`config.mk`:
```
export PLATFORM = sky130hd
export DESIGN_NAME = second_order_difference_controller
export DESIGN_NICKNAME = d
export VERILOG_FILES = /design/src/rtl/sodc_pkg.sv /design/src/rtl/sodc_regs.sv /design/src/rtl/sodc_ctrl.sv /design/src/rtl/sodc_dp.sv /design/src/rtl/second_order_difference_controller.sv
export SDC_FILE = /design/constraint.sdc
export NUM_CORES = 2
export LEC_CHECK = 0
export BUFFER_PORTS_ARGS = -buffer_cell sky130_fd_sc_hd__buf_2
export CORE_AREA = 10 10 270 401
export DETAILED_ROUTE_END_ITERATION = 10
export DIE_AREA = 0 0 280 411
export MAX_ROUTING_LAYER = met4
export PLACE_DENSITY_LB_ADDON = 0.25
export SETUP_SLACK_MARGIN = 0.5
export SLEW_MARGIN = 20
export SYNTH_ARGS = -nofsm -noshare
export SYNTH_HDL_FRONTEND = slang
export SYNTH_HIERARCHICAL = 1
export SYNTH_SLANG_ARGS = --single-unit
```
`constraint.sdc`:
```
create_clock -name clk -period 30.1 [get_ports clk]
set_input_delay 9.03 -clock clk [delete_from_list [all_inputs] [get_ports clk]]
set_output_delay 9.03 -clock clk [all_outputs]
set_load 0.05 [all_outputs]
```
`src/rtl/sodc_pkg.sv`:
```
// shared types, constants and codes of the second-order difference controller
`default_nettype none

package sodc_pkg;

  localparam int COEF_W     = 24;
  localparam int SAMP_W     = 16;
  localparam int ERR_W      = 17;
  localparam int CMD_W      = 32;
  localparam int PROD_W     = 56;
  localparam int ACC_W      = 60;
  localparam int REM_W      = 25;
  localparam int CNT_W      = 5;
  localparam int MUL_STEPS  = 5;
  localparam int DIV_CYCLES = 30;
  localparam int ADDR_W     = 5;
  localparam int DATA_W     = 32;

  localparam logic [CMD_W-1:0] CMD_MAX = 32'h7fff_ffff;
  localparam logic [CMD_W-1:0] CMD_MIN = 32'h8000_0000;

  localparam logic signed [COEF_W-1:0] RST_ERR_NOW   = 24'sd1956250;
  localparam logic signed [COEF_W-1:0] RST_ERR_PREV  = -24'sd3901030;
  localparam logic signed [COEF_W-1:0] RST_ERR_PREV2 = 24'sd1944781;
  localparam logic signed [COEF_W-1:0] RST_OUT_NORM  = 24'sd4096;
  localparam logic signed [COEF_W-1:0] RST_OUT_PREV  = -24'sd7803;
  localparam logic signed [COEF_W-1:0] RST_OUT_PREV2 = 24'sd3706;

  typedef enum logic [2:0] {
    REG_ERR_NOW   = 3'd0,
    REG_ERR_PREV  = 3'd1,
    REG_ERR_PREV2 = 3'd2,
    REG_OUT_NORM  = 3'd3,
    REG_OUT_PREV  = 3'd4,
    REG_OUT_PREV2 = 3'd5
  } reg_idx_t;

  typedef enum logic [2:0] {
    SEL_ERR0 = 3'd0,
    SEL_ERR1 = 3'd1,
    SEL_ERR2 = 3'd2,
    SEL_CMD1 = 3'd3,
    SEL_CMD2 = 3'd4
  } mul_sel_t;

  typedef struct packed {
    logic signed [COEF_W-1:0] err_now;
    logic signed [COEF_W-1:0] err_prev;
    logic signed [COEF_W-1:0] err_prev2;
    logic signed [COEF_W-1:0] out_norm;
    logic signed [COEF_W-1:0] out_prev;
    logic signed [COEF_W-1:0] out_prev2;
  } coef_t;

  typedef struct packed {
    logic signed [SAMP_W-1:0] setpoint;
    logic signed [SAMP_W-1:0] measured;
  } sample_t;

  typedef struct packed {
    logic signed [CMD_W-1:0] command;
    logic                    saturated;
    logic                    zero_divisor;
  } result_t;

  typedef struct packed {
    logic     load;
    logic     mul_en;
    mul_sel_t mul_sel;
    logic     acc_en;
    logic     div_init;
    logic     div_step;
    logic     finish;
  } dp_cmd_t;

  typedef struct packed {
    logic out_busy;
  } dp_stat_t;

endpackage

`default_nettype wire

```
`src/rtl/sodc_regs.sv`:
```
// coefficient register file behind the apb-style configuration port
`default_nettype none

module sodc_regs
  import sodc_pkg::*;
(
  input  wire logic              clk,
  input  wire logic              rst,
  input  wire logic              psel,
  input  wire logic              penable,
  input  wire logic              pwrite,
  input  wire logic [ADDR_W-1:0] paddr,
  input  wire logic [DATA_W-1:0] pwdata,
  output logic      [DATA_W-1:0] prdata,
  output logic                   pready,
  output coef_t                  coef
);

  logic     wr;
  reg_idx_t idx;

  assign pready = 1'b1;
  assign wr     = psel && penable && pwrite && pready;
  assign idx    = reg_idx_t'(paddr[ADDR_W-1:2]);

  always_ff @(posedge clk) begin
    if (rst) begin
      coef.err_now   <= RST_ERR_NOW;
      coef.err_prev  <= RST_ERR_PREV;
      coef.err_prev2 <= RST_ERR_PREV2;
      coef.out_norm  <= RST_OUT_NORM;
      coef.out_prev  <= RST_OUT_PREV;
      coef.out_prev2 <= RST_OUT_PREV2;
    end else if (wr) begin
      case (idx)
        REG_ERR_NOW:   coef.err_now   <= pwdata[COEF_W-1:0];
        REG_ERR_PREV:  coef.err_prev  <= pwdata[COEF_W-1:0];
        REG_ERR_PREV2: coef.err_prev2 <= pwdata[COEF_W-1:0];
        REG_OUT_NORM:  coef.out_norm  <= pwdata[COEF_W-1:0];
        REG_OUT_PREV:  coef.out_prev  <= pwdata[COEF_W-1:0];
        REG_OUT_PREV2: coef.out_prev2 <= pwdata[COEF_W-1:0];
        default: ;
      endcase
    end
  end

  always_comb begin
    case (idx)
      REG_ERR_NOW:   prdata = DATA_W'(coef.err_now);
      REG_ERR_PREV:  prdata = DATA_W'(coef.err_prev);
      REG_ERR_PREV2: prdata = DATA_W'(coef.err_prev2);
      REG_OUT_NORM:  prdata = DATA_W'(coef.out_norm);
      REG_OUT_PREV:  prdata = DATA_W'(coef.out_prev);
      REG_OUT_PREV2: prdata = DATA_W'(coef.out_prev2);
      default:       prdata = '0;
    endcase
  end

endmodule

`default_nettype wire

```
`src/rtl/sodc_ctrl.sv`:
```
// sequencing state machine: multiply steps, divider cycles, result hand-off
`default_nettype none

module sodc_ctrl
  import sodc_pkg::*;
(
  input  wire logic     clk,
  input  wire logic     rst,
  input  wire logic     sample_valid,
  output logic          sample_stall,
  input  dp_stat_t      stat,
  output dp_cmd_t       cmd
);

  typedef enum logic [5:0] {
    ST_IDLE  = 6'b000001,
    ST_MUL   = 6'b000010,
    ST_LAST  = 6'b000100,
    ST_DINIT = 6'b001000,
    ST_DIV   = 6'b010000,
    ST_FIN   = 6'b100000
  } state_t;

  state_t           state, state_next;
  logic [CNT_W-1:0] cnt, cnt_next;

  assign sample_stall = (state != ST_IDLE);

  always_ff @(posedge clk) begin
    if (rst) begin
      state <= ST_IDLE;
      cnt   <= '0;
    end else begin
      state <= state_next;
      cnt   <= cnt_next;
    end
  end

  always_comb begin
    state_next   = state;
    cnt_next     = cnt;
    cmd          = '0;
    cmd.mul_sel  = SEL_ERR0;
    unique case (state)
      ST_IDLE: begin
        if (sample_valid) begin
          cmd.load   = 1'b1;
          cnt_next   = '0;
          state_next = ST_MUL;
        end
      end
      ST_MUL: begin
        cmd.mul_en  = 1'b1;
        cmd.mul_sel = mul_sel_t'(cnt[2:0]);
        cmd.acc_en  = (cnt != '0);
        if (cnt == CNT_W'(MUL_STEPS - 1)) begin
          cnt_next   = '0;
          state_next = ST_LAST;
        end else begin
          cnt_next = cnt + 1'b1;
        end
      end
      ST_LAST: begin
        cmd.acc_en = 1'b1;
        state_next = ST_DINIT;
      end
      ST_DINIT: begin
        cmd.div_init = 1'b1;
        cnt_next     = '0;
        state_next   = ST_DIV;
      end
      ST_DIV: begin
        cmd.div_step = 1'b1;
        if (cnt == CNT_W'(DIV_CYCLES - 1)) begin
          cnt_next   = '0;
          state_next = ST_FIN;
        end else begin
          cnt_next = cnt + 1'b1;
        end
      end
      ST_FIN: begin
        if (!stat.out_busy) begin
          cmd.finish = 1'b1;
          state_next = ST_IDLE;
        end
      end
      default: state_next = ST_IDLE;
    endcase
  end

endmodule

`default_nettype wire

```
`src/rtl/sodc_dp.sv`:
```
// datapath: history, shared multiplier, accumulator, restoring divider, output register
`default_nettype none

module sodc_dp
  import sodc_pkg::*;
(
  input  wire logic clk,
  input  wire logic rst,
  input  dp_cmd_t   cmd,
  input  coef_t     coef,
  input  sample_t   sample,
  output dp_stat_t  stat,
  output logic      result_valid,
  input  wire logic result_stall,
  output result_t   result
);

  // one restoring division step: shift in the next dividend bit, try subtract
  function automatic logic [REM_W+ACC_W-1:0] div_bit(
    input logic [REM_W-1:0]  r,
    input logic [ACC_W-1:0]  q,
    input logic [COEF_W-1:0] d
  );
    logic [REM_W-1:0] rs;
    logic [REM_W-1:0] dd;
    rs = {r[REM_W-2:0], q[ACC_W-1]};
    dd = {1'b0, d};
    if (rs >= dd) begin
      return {rs - dd, q[ACC_W-2:0], 1'b1};
    end else begin
      return {rs, q[ACC_W-2:0], 1'b0};
    end
  endfunction

  function automatic logic signed [ERR_W-1:0] err_of(
    input logic signed [SAMP_W-1:0] r,
    input logic signed [SAMP_W-1:0] m
  );
    return $signed({r[SAMP_W-1], r}) - $signed({m[SAMP_W-1], m});
  endfunction

  // current sample and history
  logic signed [SAMP_W-1:0] r0, m0, r1, m1, r2, m2;
  logic signed [CMD_W-1:0]  u1, u2;

  // multiply-accumulate
  logic signed [ERR_W-1:0]  e0, e1, e2, esel;
  logic signed [COEF_W-1:0] mul_c;
  logic signed [CMD_W-1:0]  mul_x;
  logic signed [PROD_W-1:0] prod;
  logic                     prod_sub;
  logic signed [ACC_W-1:0]  acc;
  logic        [ACC_W-1:0]  pext;

  // divider
  logic [REM_W-1:0]          rem;
  logic [ACC_W-1:0]          quo;
  logic [COEF_W-1:0]         dmag;
  logic                      neg;
  logic [REM_W+ACC_W-1:0]    step_a, step_b;

  // final shaping
  logic                      zero_div, sat_hi, sat_lo;
  logic [CMD_W-1:0]          mag32;
  result_t                   res_next;

  assign e0 = err_of(r0, m0);
  assign e1 = err_of(r1, m1);
  assign e2 = err_of(r2, m2);

  always_comb begin
    esel  = e0;
    mul_c = coef.err_now;
    mul_x = '0;
    unique case (cmd.mul_sel)
      SEL_ERR0: begin
        mul_c = coef.err_now;
        esel  = e0;
      end
      SEL_ERR1: begin
        mul_c = coef.err_prev;
        esel  = e1;
      end
      SEL_ERR2: begin
        mul_c = coef.err_prev2;
        esel  = e2;
      end
      SEL_CMD1: mul_c = coef.out_prev;
      SEL_CMD2: mul_c = coef.out_prev2;
      default:  mul_c = coef.err_now;
    endcase
    if (cmd.mul_sel == SEL_CMD1) begin
      mul_x = u1;
    end else if (cmd.mul_sel == SEL_CMD2) begin
      mul_x = u2;
    end else begin
      mul_x = {{(CMD_W-ERR_W){esel[ERR_W-1]}}, esel};
    end
  end

  assign pext   = {{(ACC_W-PROD_W){prod[PROD_W-1]}}, prod};
  assign step_a = div_bit(rem, quo, dmag);
  assign step_b = div_bit(step_a[REM_W+ACC_W-1:ACC_W], step_a[ACC_W-1:0], dmag);

  always_comb begin
    zero_div = (coef.out_norm == '0);
    sat_hi   = !neg && (|quo[ACC_W-1:CMD_W-1]);
    sat_lo   = neg && ((|quo[ACC_W-1:CMD_W]) || (quo[CMD_W-1] && (|quo[CMD_W-2:0])));
    mag32    = quo[CMD_W-1:0];
    res_next = '0;
    if (zero_div) begin
      res_next.zero_divisor = 1'b1;
    end else if (sat_hi) begin
      res_next.command   = CMD_MAX;
      res_next.saturated = 1'b1;
    end else if (sat_lo) begin
      res_next.command   = CMD_MIN;
      res_next.saturated = 1'b1;
    end else begin
      res_next.command = neg ? -mag32 : mag32;
    end
  end

  assign stat.out_busy = result_valid && result_stall;

  always_ff @(posedge clk) begin
    if (cmd.load) begin
      r0  <= sample.setpoint;
      m0  <= sample.measured;
      acc <= '0;
    end else if (cmd.acc_en) begin
      acc <= prod_sub ? (acc - pext) : (acc + pext);
    end
    if (cmd.mul_en) begin
      prod     <= mul_c * mul_x;
      prod_sub <= (cmd.mul_sel == SEL_CMD1) || (cmd.mul_sel == SEL_CMD2);
    end
    if (cmd.div_init) begin
      neg  <= acc[ACC_W-1] ^ coef.out_norm[COEF_W-1];
      quo  <= acc[ACC_W-1] ? -acc : acc;
      rem  <= '0;
      dmag <= coef.out_norm[COEF_W-1] ? -coef.out_norm : coef.out_norm;
    end else if (cmd.div_step) begin
      rem <= step_b[REM_W+ACC_W-1:ACC_W];
      quo <= step_b[ACC_W-1:0];
    end
    if (cmd.finish) begin
      result <= res_next;
    end
  end

  always_ff @(posedge clk) begin
    if (rst) begin
      r1           <= '0;
      r2           <= '0;
      m1           <= '0;
      m2           <= '0;
      u1           <= '0;
      u2           <= '0;
      result_valid <= 1'b0;
    end else begin
      if (cmd.finish) begin
        r2           <= r1;
        r1           <= r0;
        m2           <= m1;
        m1           <= m0;
        u2           <= u1;
        u1           <= res_next.command;
        result_valid <= 1'b1;
      end else if (result_valid && !result_stall) begin
        result_valid <= 1'b0;
      end
    end
  end

endmodule

`default_nettype wire

```
`src/rtl/second_order_difference_controller.sv`:
```
// top level of the second-order difference controller
// Second-order difference-equation controller. Each sample beat carries a
// setpoint and a measurement (signed Q3.12); each one produces exactly one
// result beat with u = (a*e0 + b*e1 + g*e2 - b1*u1 - g1*u2) / a1 as a signed
// Q19.12 command, truncated toward zero, clipped to 32 bits with the saturated
// flag, or forced to zero with the zero_divisor flag when a1 is zero. After
// acceptance an item passes through the multiply steps on the single shared
// 24x32 multiplier, a step to fold in the last product, a step to set up the
// divider, the restoring divider that retires two quotient bits a cycle over
// the 60-bit numerator, and a step to write the history and the output
// register; the next beat is taken back in the idle state. A held result
// does not block input: a new sample is taken while the previous result
// still sits in the output register; only the final write-back step waits
// for that register to drain. Coefficients sit behind an apb-style port at
// byte address 4*i in the order a, b, g, a1, b1, g1, 24-bit signed Q11.12;
// the user must write them only while the block is idle, which the block
// itself does not enforce.
`default_nettype none

module second_order_difference_controller
  import sodc_pkg::*;
(
  input  wire logic              clk,
  input  wire logic              rst,
  // configuration port
  input  wire logic              psel,
  input  wire logic              penable,
  input  wire logic              pwrite,
  input  wire logic [ADDR_W-1:0] paddr,
  input  wire logic [DATA_W-1:0] pwdata,
  output logic      [DATA_W-1:0] prdata,
  output logic                   pready,
  // sample channel
  input  wire logic              sample_valid,
  output logic                   sample_stall,
  input  sample_t                sample,
  // result channel
  output logic                   result_valid,
  input  wire logic              result_stall,
  output result_t                result
);

  coef_t    coef;
  dp_cmd_t  cmd;
  dp_stat_t stat;

  // coefficient registers
  sodc_regs u_regs (
    .clk     (clk),
    .rst     (rst),
    .psel    (psel),
    .penable (penable),
    .pwrite  (pwrite),
    .paddr   (paddr),
    .pwdata  (pwdata),
    .prdata  (prdata),
    .pready  (pready),
    .coef    (coef)
  );

  // sequencer: owns the sample handshake, drives the datapath steps
  sodc_ctrl u_ctrl (
    .clk          (clk),
    .rst          (rst),
    .sample_valid (sample_valid),
    .sample_stall (sample_stall),
    .stat         (stat),
    .cmd          (cmd)
  );

  // arithmetic, history and the output register
  sodc_dp u_dp (
    .clk          (clk),
    .rst          (rst),
    .cmd          (cmd),
    .coef         (coef),
    .sample       (sample),
    .stat         (stat),
    .result_valid (result_valid),
    .result_stall (result_stall),
    .result       (result)
  );

endmodule

`default_nettype wire

```
==> flow_summary.yaml <==
outcome:
  status: "finished, final reports clean"
die:
  row_count: 143
  dieWidth_um: 280
  dieArea_sq_um: 115000
  placeableCoreArea_sq_um: 101000
  die_y_um: 411
  num_io_pins: 145
  start_util: 0.624
timing:
  hold_violations: 0
  rsz0062_at_grt: "false"
  fmax_mhz: 48.4
  min_period_over_period: 0.687
  worstMarginPinSlew_ns: 1.21
  fin_tns_setup_ns: 0
  skew_ns: 0.0248
  period_minus_slack_ns: 20.67
  slew_viol_final: 0
  setup_slack_ns: 9.43
  relSlewSlack: 0.190
  setup_violations: 0
placed_design:
  gp_congestion: 1.00
  hpwl_mm: 148
  io_buffers: 133
  pre_cts_slack_ns: 9.54
detailed_routing:
  drtIter0Drc: 4519
  wl_met2_mm: 95.4
  detail_route.wl_per_cell_um: 23.1
  viasPerCell: 6.24
  drc: 0
  top_layer: "met4"
  num_vias: 52700
  ant_nets: 0
  drt-total-wl_mm: 195
  met1Wirelength_mm: 66.3
  met3_length_mm: 15.0
  firstDrtPassIters: 7
clock_network:
  cts_max_path_buffers: 3
  post_cts_buffers: 0
  hold_buffers: 0
  cts_tree: "yes"
  cts_root_buf: "clkbuf_16"
  cts_buffers: 59
  cts.reportedPaths.clkPinSlew_ns: 0.06
  cts_sinks: 576
  cts_resized: 0
  clock_latency_ns: 0.66
  htree_num_levels: 2
final_layout:
  area_growth_pct: 6.33
  nets: 8245
  layout-drive-gt1-share: 0.0702
  final_cell_mix: "inv_1, fa_1, nor2_1"
  final_common_cell: "inv_1"
critical_path:
  start_kind: "primary input"
  crit_required_ns: 21.07
  critPathMaxFanout: 51
  endpoint_kind: "primary output"
  worstReg2RegStart: "u_ctrl/state[3]"
  path_class: "in2out"
  regToRegSetupSlack_ns: 17.33
  r2r_cells: 39
  critPathArrivalTime_ns: 11.64
  reg2reg_to: "u_dp/prod[54]"
synthesis:
  synth_warnings: 6
  synthTopCellsByArea: "fa_1, dfxtp_1, edfxtp_1, inv_1, ha_1"
  synth_area_sq_um: 63000
  avgSynthCellArea_sq_um: 8.84
  synth-edff-count: 208
  synth-seq-cells: 576
  synth-async-reset-ratio: 0
  syn_inst: 7127
  synth_area_leader_cell: "fa_1"
  synth_cell_types: 104
  seq_area_frac_synth: 0.216
  synth_top_area_frac: 0.251
  ys.flop_type: "dfxtp_1"
  synth_fp_nets: 8304
global_route:
  grtUsageTotal: 0.349
  grt_pass1_vias: 54400
  antenna_found_initial: 13
  grt_pass1_wl_mm: 304
  overflow: 0
  grt_max_degree: 108
min_path:
  worstHoldEndpoint: "u_regs/coef[116]"
  holdCritPathClass: "reg2reg"
  hold_depth: 2
  min_from: "u_regs/coef[116]"
run:
  cap_violations: 0
==> final cells by class <==
cell class	instances	area [sq um]
clock inverter	28	319
clock buffer	84	1750
tap	1305	1630
inverter	1060	3990
multi-input combinational	5119	44100
fill	8341	34000
timing repair buffer	252	1570
antenna	10	25.0
sequential	576	13600
==> kinds of logic after synthesis <==
| group | synth area share |
|---|---|
| xor gates and xnor gates | 0.0449 |
| DFF | 0.216 |
| AOI/OAI and AO/OA | 0.129 |
| muxes | 0.0564 |
| other | 0.0000596 |
| adders and majority gates | 0.313 |
| buffers and inverters | 0.0876 |
| and+or+nand+nor | 0.153 |
==> how the worst max path moves through the flow <==
stage	start	end	slack, ns
after global routing	paddr[3]	prdata[11]	9.48
after global placement	paddr[3]	prdata[13]	9.54
after CTS	paddr[3]	prdata[13]	9.53
final	paddr[3]	prdata[13]	9.43
after detailed placement	paddr[3]	prdata[13]	9.54
after floorplan	paddr[4]	prdata[24]	9.47
==> cells in the mapped netlist (all sizes together) (48+ instances only) <==
cell    number
mux2i      295
buf         69
nor2       744
nand3      145
o21a        56
edfxtp     208
dfxtp      368
and2       116
xor2       126
ha         312
mux2        51
a22oi       57
fa         789
o21ai      248
clkbuf     302
nor3       102
nand2      641
a21oi      382
a211oi      73
nand2b      71
xnor2      197
inv       1060
a21o        76
nand4       48
==> sequential cells by signal, summed over array words and instances, names as in the netlist, 5 cells and up <==
signal and flops:
u_dp/result 34, u_dp/u2 32, u_dp/prod 56, u_dp/m0 16, u_ctrl/state 6, u_ctrl/cnt 5
u_dp/dmag 24, u_dp/m1 16, u_dp/m2 16, u_dp/u1 32, u_dp/r2 16, u_dp/r0 16
u_dp/quo 60, u_regs/coef 144, u_dp/rem 24, u_dp/r1 16, u_dp/acc 60
==> metal layers <==
metal,up-vias,GRT usage
met4,0,0.269
met2,2427,0.581
met1,26000,0.362
met5,-,-
li1,23400,-
met3,865,0.0645
==> stage by stage <==
stage / area (sq um) / utilization / hold WS [ns] / instances
2_1_floorplan: 63000 / - / 0.455 / 7127
3_3_place_gp: 64800 / 0.642 / 0.467 / 8311
3_5_place_dp: 64800 / 0.643 / 0.480 / 8311
4_1_cts: 66900 / 0.663 / 0.493 / 8423
5_1_grt: 67000 / 0.664 / 0.516 / 8433
6_report: 67000 / 0.664 / 0.495 / 8434
==> critical path, cell delays in order <==
cell     delay (ns)
buf_2          0.08
buf_4          0.54
nor2b_1        0.58
and2_0         0.66
a221o_1        0.42
buf_2          0.32
Power is not shown: default switching activity piles up to over one toggle a cycle in this logic, so the estimate is an artifact.
